`config.mk`:
```
export PLATFORM = sky130hd
export DESIGN_NAME = rrb_backoff
export DESIGN_NICKNAME = d
export VERILOG_FILES = /design/src/hdl/rrb_pkg.sv /design/src/hdl/rrb_backoff.sv
export SDC_FILE = /design/constraint.sdc
export NUM_CORES = 1
export LEC_CHECK = 0
export ABC_AREA = 1
export BUFFER_PORTS_ARGS = -buffer_cell sky130_fd_sc_hd__buf_2
export CAP_MARGIN = 20
export CELL_PAD_IN_SITES_DETAIL_PLACEMENT = 1
export CELL_PAD_IN_SITES_GLOBAL_PLACEMENT = 2
export CORE_AREA = 2 2 161 163
export CTS_CLUSTER_DIAMETER = 100
export DETAILED_ROUTE_END_ITERATION = 6
export DIE_AREA = 0 0 163 165
export PLACE_DENSITY_LB_ADDON = 0.3
export SYNTH_ARGS = -nofsm -noshare
export SYNTH_HDL_FRONTEND = slang
export SYNTH_SLANG_ARGS = --single-unit
```
`constraint.sdc`:
```
create_clock -name clk -period 7 [get_ports clk]
set_input_delay 0.35 -clock clk [delete_from_list [all_inputs] [get_ports clk]]
set_output_delay 0.35 -clock clk [all_outputs]
set_load 0.1 [all_outputs]
```
`src/hdl/rrb_pkg.sv`:
```
// Shared types, constants and codes for the reliable retransmit tracker.
// No dependencies; imported by the backoff unit, the top level and the checker.
package rrb_pkg;

	localparam int MAX_FRAME_BYTES_D = 512;
	localparam int MAX_SENDS_D       = 5;
	localparam int DEFAULT_BASE_MS_D = 300;

	localparam int STORE_DEPTH = 64;
	localparam int STORE_AW    = $clog2(STORE_DEPTH);
	localparam int WORD_W      = 64;
	localparam int LEN_W       = 10;
	localparam int WP_W        = 7;
	localparam int BASE_W      = 22;
	localparam int ATT_W       = 4;
	localparam int TIME_W      = 32;
	localparam int CTR_W       = 32;
	localparam int FLEN_W      = 16;

	localparam logic [WP_W-1:0] WP_MAX = {WP_W{1'b1}};

	// input modes
	localparam logic [1:0] MODE_SEND = 2'd0;
	localparam logic [1:0] MODE_ACK  = 2'd1;
	localparam logic [1:0] MODE_TICK = 2'd2;

	// result status codes
	localparam logic [2:0] ST_IDLE    = 3'd0;
	localparam logic [2:0] ST_RETX    = 3'd1;
	localparam logic [2:0] ST_TIMEOUT = 3'd2;
	localparam logic [2:0] ST_ACCEPT  = 3'd3;
	localparam logic [2:0] ST_REJECT  = 3'd4;
	localparam logic [2:0] ST_ACK_HIT = 3'd5;
	localparam logic [2:0] ST_ACK_MISS = 3'd6;

	// backoff scaling: 11/10 margin, then 8/5 per attempt past threshold plus one
	localparam int MARGIN_NUM        = 11;
	localparam int BACKOFF_THRESHOLD = 1;

	typedef logic [WORD_W-1:0] word_t;

	typedef struct packed {
		logic             start;
		logic [ATT_W-1:0] attempt;
	} bo_req_t;

	typedef struct packed {
		logic              done;
		logic [TIME_W-1:0] interval;
	} bo_rsp_t;

endpackage

```
`src/hdl/rrb_backoff.sv`:
```
// Retry interval unit: base*11/10, then *8/5 per attempt past the second.
// Divides by 10 or 5 one byte per cycle; uses rrb_pkg.
module rrb_backoff import rrb_pkg::*; #(
	parameter int DEFAULT_BASE_MS = DEFAULT_BASE_MS_D
) (
	input  logic              clk,
	input  logic              arst_n,
	input  logic [BASE_W-1:0] base,
	input  bo_req_t           req,
	output bo_rsp_t           rsp
);

	localparam int DVD_W = 40;
	localparam int NBYTES = DVD_W / 8;
	localparam logic [BASE_W-1:0] DEF_BASE = BASE_W'(DEFAULT_BASE_MS);
	// reciprocals scaled by 2^16; exact for a remainder digit pair below 256*divisor
	localparam logic [12:0] RECIP10 = 13'd6554;
	localparam logic [13:0] RECIP5  = 14'd13108;
	localparam logic [ATT_W-1:0] FIRST_GROWTH = ATT_W'(1 + BACKOFF_THRESHOLD);

	logic [DVD_W-1:0]  dvd_q;
	logic [DVD_W-1:0]  quo_q;
	logic [3:0]        rem_q;
	logic [2:0]        cnt_q;
	logic              by10_q;
	logic [ATT_W-1:0]  steps_q;
	logic              busy_q;
	logic              done_q;
	logic [TIME_W-1:0] interval_q;

	logic [BASE_W-1:0] base_eff;
	logic [25:0]       base_scaled;
	logic [11:0]       v;
	logic [24:0]       prod10;
	logic [25:0]       prod5;
	logic [7:0]        qd;
	logic [11:0]       qd_times;
	logic [11:0]       rem_full;
	logic [DVD_W-1:0]  quo_next;
	logic [TIME_W-1:0] t_next;

	always_comb begin
		base_eff    = (base != '0) ? base : DEF_BASE;
		base_scaled = 26'(base_eff) * 26'(MARGIN_NUM);
		v           = {rem_q, dvd_q[DVD_W-1 -: 8]};
		prod10      = 25'(v) * 25'(RECIP10);
		prod5       = 26'(v) * 26'(RECIP5);
		qd          = by10_q ? prod10[23:16] : prod5[23:16];
		qd_times    = by10_q ? (12'(qd) * 12'd10) : (12'(qd) * 12'd5);
		rem_full    = v - qd_times;
		quo_next    = {quo_q[DVD_W-9:0], qd};
		t_next      = quo_next[TIME_W-1:0];
	end

	always_ff @(posedge clk or negedge arst_n) begin
		if (!arst_n) begin
			busy_q     <= 1'b0;
			done_q     <= 1'b0;
			cnt_q      <= '0;
			steps_q    <= '0;
			by10_q     <= 1'b0;
			rem_q      <= '0;
			interval_q <= '0;
		end else begin
			done_q <= 1'b0;
			if (req.start) begin
				busy_q  <= 1'b1;
				cnt_q   <= '0;
				rem_q   <= '0;
				by10_q  <= 1'b1;
				steps_q <= (req.attempt > FIRST_GROWTH) ? (req.attempt - FIRST_GROWTH) : '0;
			end else if (busy_q) begin
				rem_q <= rem_full[3:0];
				if (cnt_q == 3'(NBYTES - 1)) begin
					cnt_q <= '0;
					rem_q <= '0;
					if (steps_q == '0) begin
						interval_q <= t_next;
						done_q     <= 1'b1;
						busy_q     <= 1'b0;
					end else begin
						steps_q <= steps_q - 1'b1;
						by10_q  <= 1'b0;
					end
				end else begin
					cnt_q <= cnt_q + 3'd1;
				end
			end
		end
	end

	// dividend and quotient shift registers
	always_ff @(posedge clk) begin
		if (req.start) begin
			dvd_q <= DVD_W'(base_scaled);
			quo_q <= '0;
		end else if (busy_q) begin
			if (cnt_q == 3'(NBYTES - 1)) begin
				dvd_q <= {5'b0, t_next, 3'b0};
				quo_q <= '0;
			end else begin
				dvd_q <= {dvd_q[DVD_W-9:0], 8'h00};
				quo_q <= quo_next;
			end
		end
	end

	assign rsp.done     = done_q;
	assign rsp.interval = interval_q;

endmodule

```
==> results list, run 1 <==
* Critical-path cell with the highest stage delay: dfxtp_1
- Commonest non-fill, non-tap cell in the layout: inv_1
* Antenna viol nets, final: 0
* Timing-limited maximum frequency: 0.1656 GHz
- In this run the deepest clock path goes through 2 buffers.
- In this run the register-to-register setup slack is 960 ps.
* Setup tns final: 0 ps
* Launch instance of the worst register-to-register path: dvd_q[34]
* Initial Util: 37.66%
- The completed layout was analyzed and its total power is 4.270 mW.
- Max transition margin: 36.86%
- Post-DP Area: 9997 µm²
- Relative to the synthesized area, the layout overhead comes to 9.330%.
* Element type at the critical path end: flop
- Source-to-sink clock delay at the later pin of the worst-skew pair: 350 ps
* Synth unique cells: 48
- After clock tree synthesis, the clock-pin slew on the worst setup and hold paths is 80 ps.
- The final layout contains 1394 nets.
- Routed wirelength normalized by instance count: 17.02 µm
- Element type at the critical path start: flop
* PnR worst setup slack: 962.7 ps
- The initial antenna violation count was 0.
- Global-route wire length before repair: 41.86 mm
- Share of synthesized area occupied by flip-flops and latches: 28.56%
- Prior to clock tree synthesis, the placed netlist has a worst setup slack of 978.3 ps.
- Type of the setup path with the least slack: flop to flop
- Synth Area in Compound Gates: 12.59%
* Number of design-rule violations left by the first detailed-router iteration: 284
- Using the TritonRoute via totals, the vias-per-cell ratio works out to 5.033.
- Start point of the critical path: dvd_q[34]
- Row Count: 58
- Vertical die dimension: 165 µm
* Sink Count: 110
- Largest voltage drop on the vdd net: 0.0002019 V
- The synthesized design contains 26 enable-type register cells.
* Setup fix buffers added after clock tree synthesis: 0
* Minimum clock period after layout: 6037 ps
- The count of buffers added on input and output ports is 61.
- The number of gates resized after CTS was 0.
- Combinational family with the most area after synthesis: adder cells
- Setup repair after global routing missed its margin: false
- The worst register-to-register path has a depth of 30.
* Number of nets in the synthesized netlist: 1359
- Across the whole layout, storage elements account for 2693 µm².
- Maximum number of pins on one net before global-route repair: 58
- Mapped Avg Cell Area: 8.314 µm²
* LEAKAGE: 5.442 nW
- Hold Vio Cnt, Final: 0
- Final Instance Area: 10310 µm²
- Worst hold-check path type: primary input to async pin
- In this run the number of H-tree levels came out at 3.
- For this run, the leading register cell type out of synthesis is dfrtp_1.
- For this design, the CTS-stage hold fixing added 0 buffers.
* Sum of overflow across all layers after global routing: 0
* Placeable core area: 25040 µm²
* Overall routed net length: 25.60 mm
- TritonCTS created 9 clock buffers.
* Diodes inserted: 0
- Adder and majority cell fraction of the synthesized area: 30.55%
- The die covers 26900 µm².
- After legalization and detailed placement, the total HPWL measured 21.21 mm.
* Number of DRC violations after detailed routing: 0
- For the worst setup path, the data required time is 7280 ps.
- For the pin with the worst max-slew slack, the measured transition is 943.6 ps.
- Share of layout cells above drive strength 1: 9.710%
- Outcome: complete, no violations
* Critical R2R Capture: rem_q[3]
- Filler Cell Count: 3031
* Final RePlAce weighted congestion: 0.7960
* Post-route fraction of the period consumed by the critical path: 86.25%
- Setup violations remaining at the end of the flow were counted as 0.
- The count of pins over their slew limit came to 0.
- Signal arrival time at the worst endpoint: 6320 ps
- During synthesis, Yosys emitted a total of 0 warnings.
* Synthesized area: 9428 µm²
* Multi-input logic area: 5761 µm²
* Simple-gate portion of the synthesized area: 16.51%
- After technology mapping, the gate count stands at 1134.
- GR Util All Layers: 19.90%
* Root buffer cell: clkbuf_16
- Counting flops and latches in the post-synthesis netlist gives 110.
* TritonCTS clock tree: done
- The largest single stage delay on the critical path is 540 ps.
- Power per unit of standard cell area: 414.2 nW/µm²
- Summing the areas of all xor and xnor instances in the mapped netlist gives 1.393% of the synthesized area.
- Number of iterations in the first detailed-routing pass: 4
- Commonest cells after routing, fill and taps aside: inv_1, nand2_1, ha_1, o21ai_0, nand3_1
- The via count of the first global-routing pass was 8128.
- Num ports: 62
- Of all nets on the critical path, the largest fanout is 7.
- Async set or reset register ratio after synthesis: 41.82%
* Setup skew after layout: 13.55 ps
- Max-cap violations: 0
- Multiplexer cells account for 0% of the synthesized area.
* Via count: 7569
- The die is 163 µm wide.
## per-stage QoR
step                      std cells  hold slack (ps)  utilization, %
after floorplan                1134            54.41               -
after global placement         1488            464.6           39.93
after detailed placement       1488            468.1           39.93
after CTS                      1504            108.3           41.17
after global routing           1504            132.3           41.17
final                          1504            83.75           41.17
## cells in the mapped netlist (3+ instances only)
library cell,number,share of area [%]
dfrtp_1,46,12
o21ai_0,83,4.4
nand4_1,7,0.46
nand2_1,203,8.1
inv_1,207,8.2
buf_2,9,0.48
nand2_2,7,0.46
or2_2,4,0.27
o21ai_2,4,0.37
xnor2_1,8,0.74
a21o_1,4,0.32
o22ai_1,26,1.7
dfxtp_1,38,8.1
edfxtp_1,26,8.3
o21ai_1,6,0.32
a22oi_1,15,1.2
nand3_2,5,0.53
nor3_1,5,0.27
clkbuf_1,29,1.2
nand3_1,64,3.4
ha_1,139,18
a21oi_1,49,2.6
clkinv_1,3,0.12
xor2_1,7,0.65
fa_1,57,12
nor4_1,6,0.40
nor2_1,42,1.7
o21bai_1,3,0.24
a31oi_1,5,0.33
## flip-flops by register name (all words and copies together) (netlist names)
signal / cells
dvd_q: 40
interval_q: 32
quo_q: 24
rem_q: 4
steps_q: 4
cnt_q: 3
busy_q: 1
by10_q: 1
done_q: 1
## power breakdown
part           switching, mW  internal (mW)
Combinational           1.87          0.973
Sequential            0.0945          0.805
Clock                  0.271          0.256
Total                   2.24           2.03
## cell families after synthesis
kind of cell               count (synthesis)
AOI/OAI and AO/OA                        207
and+or+nand+nor                          354
DFF                                      110
buffers and inverters                    252
adders and majority gates                196
xor gates and xnor gates                  15
## worst max-delay path, delay by kind of cell (launching register included)
| kind | cells | cell delay (ps) |
|---|---|---|
| AO/OA/AOI/OAI | 4 | 550 |
| AND/OR/NAND/NOR | 11 | 1050 |
| flip-flops | 1 | 540 |
| buffers and inverters | 5 | 300 |
| adder cells (fa/ha/maj) | 8 | 3170 |
| XOR/XNOR | 2 | 370 |
## per-layer routing
| layer | wire length [µm] | GRT usage [%] |
|---|---|---|
| met5 | 0 | 0 |
| met1 | 11620 | 25.61 |
| met4 | 383 | 4.385 |
| met2 | 13070 | 36.31 |
| met3 | 525 | 1.708 |
## area by class of cell
cell class | count | share of cell area, %
inverters | 210 | 7.647
well taps | 330 | 4.006
flip-flops and latches | 110 | 26.12
clock inverters | 7 | 0.8254
clock buffers | 9 | 2.185
multi-input cells | 772 | 55.89
repair buffers | 66 | 3.326
## worst max-delay path by stage
stage	to	slack [ps]	cells past startpoint
final	rem_q[3]	960	30
after detailed placement	rem_q[3]	980	28
after CTS	rem_q[3]	940	28
after global placement	rem_q[3]	1080	28
after floorplan	rem_q[3]	1590	30
after global routing	rem_q[3]	420	30
Power figures use the tool's default switching activity.
==> run 2: changes to the inputs <==
==> constraint.sdc (replaced) <==
create_clock -name clk -period 7 [get_ports clk]
set_input_delay 2.1 -clock clk [delete_from_list [all_inputs] [get_ports clk]]
set_output_delay 2.1 -clock clk [all_outputs]
set_load 0.1 [all_outputs]
==> run 2 against run 1 <==
  * Worst hold slack gained 400 ps
  * Count of clock-buffer cells in the layout is the same
  * Highest routed layer unchanged
  * Largest power group unchanged
  * Global-route usage shrank 0.076 points
  * Critical endpoint is now dvd_q[19]
==> results list, run 2 (synthesis results as in run 1) <==
- Setup repair after global routing missed its margin: false (unchanged)
- Commonest cells after routing, fill and taps aside: inv_1, nand2_1, ha_1, o21ai_0, nand3_1 (unchanged).
- Setup tns final: 0 ps (unchanged)
* Power per unit of standard cell area: 413.6 nW/µm² (was 414.2 nW/µm²)
* Placed wire-length estimate: 21.39 mm (was 21.21 mm)
- The number of CTS-inserted buffers is 9 (unchanged).
* Die outline width: 163 µm (unchanged)
* Core occupancy in the finished layout: 41.21% (was 41.17%)
- Most common cell on crit path: nand2_1
* Largest registers: dvd_q x40, interval_q x32, quo_q x24 (unchanged)
* Number of iterations in the first detailed-routing pass: 4 (unchanged)
- The worst-margin pin slew was 802.4 ps (was 943.6 ps).
* R2r worst-path depth: 26 (was 30)
* Initial antenna violation count: 0 (unchanged)
* Number of DRC violations after detailed routing: 0 (unchanged)
- The endpoint class of the critical path is a flop (unchanged).
- Element type at the critical path start: primary input (was flop)
- Hold path start: dvd_q[31]
- Htree depth: 3 (unchanged)
* Root buffer cell: clkbuf_16 (unchanged)
* Die area: 26900 µm² (unchanged)
- Longest individual stage delay on the worst path: 530 ps (was 540 ps)
- The number of DRC markers after the initial detailed-route iteration is 307 (was 284).
- Number of flip-flops under the largest register name: 40 (unchanged)
* Number of I/O port buffers: 61 (unchanged)
- The maximum clock skew at final layout came to 15.09 ps (was 13.55 ps).
- Maximum buffer depth of the clock tree: 2 (unchanged)
- The overall routed net length came to 25.29 mm (was 25.60 mm).
- Commonest non-fill, non-tap cell in the layout: inv_1 (unchanged)
* Sink Count: 110 (unchanged)
- The initial core utilization was 37.66% (unchanged).
- The top fanout value on the critical path was 5 (was 7).
- The number of nets in the layout is 1396 (was 1394).
* Worst hold-check path type: flop to flop (was primary input to async pin)
* Signal arrival time at the worst endpoint: 6170 ps (was 6320 ps)
- The count of boundary I/O pins is 62 (unchanged).
- Antenna viol nets, final: 0 (unchanged)
- Number of buffers inserted by hold repair at cts: 0 (unchanged)
- The final critical-path required period came to 6059 ps (was 6037 ps).
* Max transition margin: 46.31% (was 36.86%)
- Routed wirelength normalized by instance count: 16.79 µm (was 17.02 µm)
* Synthesis-to-finish area growth: 9.436% (was 9.330%)
- Critical-path cell with the highest stage delay: or4_1 (was dfxtp_1)
- The area of the placeable core was 25040 µm² (unchanged).
- The clock slew at the register clock pins of the worst setup and hold paths is 90 ps (was 80 ps).
- Post-DP Area: 10010 µm² (was 9997 µm²)
- The worst hold path was traced through 2 stages.
- TritonCTS clock tree: done (unchanged)
- Row Count: 58 (unchanged)
- Max-cap violations: 0 (unchanged)
- List of cells traversed by the critical path: buf_2 > or4_1 > nor4_1 > nand4_1 > nand2_1 > ha_1 > fa_1 > ha_1 > nand2_1 > o21ai_1 > a21oi_2 > o21ai_2 > nand2_1 > nand2_2 > a21oi_1 > or2_1 > nand3_1 > nand2_1
* Routed vias/inst: 4.916 (was 5.033)
* Pre-CTS setup slack: 361.3 ps (was 978.3 ps)
- The via count of the first global-routing pass was 8137 (was 8128).
* Diodes inserted: 0 (unchanged)
* Count of cell instances traversed by the critical path: 18 (was 30)
* GR Util All Layers: 19.82% (was 19.90%)
* Hold Vio Cnt, Final: 0 (unchanged)
- The final cycle utilization of the critical path came to 86.56% (was 86.25%).
- The count of pins over their slew limit came to 0 (unchanged).
- Vertical die dimension: 165 µm (unchanged)
- Final RePlAce weighted congestion: 0.8185 (was 0.7960)
* Start point of the critical path: base[14] (was dvd_q[34])
- LEAKAGE: 5.455 nW (was 5.442 nW)
* Maximum number of pins on one net before global-route repair: 64 (was 58)
* Outcome: complete, no violations (unchanged)
* Crit path max-delay family: simple AND/OR/NAND/NOR gates (was adder cells)
- Type of the setup path with the least slack: primary input to flop (was flop to flop)
- The aggregate global routing overflow came to 0 (unchanged).
- The worst-skew pair later-pin latency was 370 ps (was 350 ps).
- The total vias in the final route came to 7404 (was 7569).
* Global-route wire length before repair: 41.95 mm (was 41.86 mm)
* Timing-limited maximum frequency: 0.1650 GHz (was 0.1656 GHz)
- Power after layout: 4.267 mW (was 4.270 mW)
* Endpoint required time on the critical path: 7110 ps (was 7280 ps)
- The startpoint of the worst-slack reg-to-reg timing path is dvd_q[35] (was dvd_q[34]).
- The final setup violation count came to 0 (unchanged).
- Final Instance Area: 10320 µm² (was 10310 µm²)
* PnR worst setup slack: 940.6 ps (was 962.7 ps)
* Largest voltage drop on the vdd net: 0.0001846 V (was 0.0002019 V)
* Combined buffer and inverter count along the critical path: 1 (was 5)
* Register containing the most flip-flops in the final layout: dvd_q (unchanged)
- The number of setup buffers added after CTS came to 0 (unchanged).
- Share of layout cells above drive strength 1: 9.864% (was 9.710%)
* Gates resized, CTS repair: 0 (unchanged)
-- run 2: cell types whose count changed in the layout (fill, tap and decap cells not counted), sizes merged --
| cell | change |
|---|---|
| buf | +2 |
| clkinvlp | -1 |
| clkinv | +1 |
-- run 2: final cells by class --
type | instances | area, µm²
multi-input cells | 772 | 5761
flip-flops and latches | 110 | 2693
well taps | 330 | 412.9
clock inverters | 7 | 80.08
inverters | 210 | 788.3
clock buffers | 9 | 225.2
repair buffers | 68 | 357.8
fillers | 3039 | 14720
-- run 2: metrics by stage --
step           instances  hold slack [ps]
2_1_floorplan       1134            448.6
3_3_place_gp        1490            466.1
3_5_place_dp        1490            468.9
4_1_cts             1506            489.2
5_1_grt             1506            513.2
6_report            1506            483.0
-- run 2: where the power goes --
group	internal [mW]	total (mW)	switching, mW
combinational	0.975	2.83	1.86
sequential	0.806	0.904	0.0988
clock	0.255	0.528	0.273
-- run 2: final timing paths --
| path | to | slack, ps |
|---|---|---|
| max | dvd_q[19] | 940 |
| min | dvd_q[31] | 480 |
| max reg2reg | rem_q[3] | 1010 |
| min reg2reg | dvd_q[31] | 480 |
| max in group asynchronous | steps_q[0] | 4700 |
| min in group asynchronous | interval_q[28] | 1830 |
-- run 2: worst register-to-register path, cell delays in order (launching register included) --
cell and delay, ps:
dfxtp_1 550, ha_1 260, inv_1 70, fa_1 510
inv_1 60, fa_1 500, fa_1 540, fa_1 500
ha_1 370, a21oi_1 210, nand2_1 100, a21oi_1 200
nand3_2 120, nand2_2 120, inv_1 80, nand2_1 80
o21ai_2 100, ha_1 310, o21ai_0 180, ha_1 290
a21oi_1 160, o21ai_0 110, xor2_1 200, inv_1 70
nand3_1 80, nand3_1 80, nand2_1 100
-- run 2: layer usage --
layer	vias to the layer above	routed length, µm	track usage, %
li1	3779	-	-
met1	3554	11570	25.37
met2	55	13100	36.67
met3	16	351	1.582
met4	0	265	3.821
met5	-	0	0
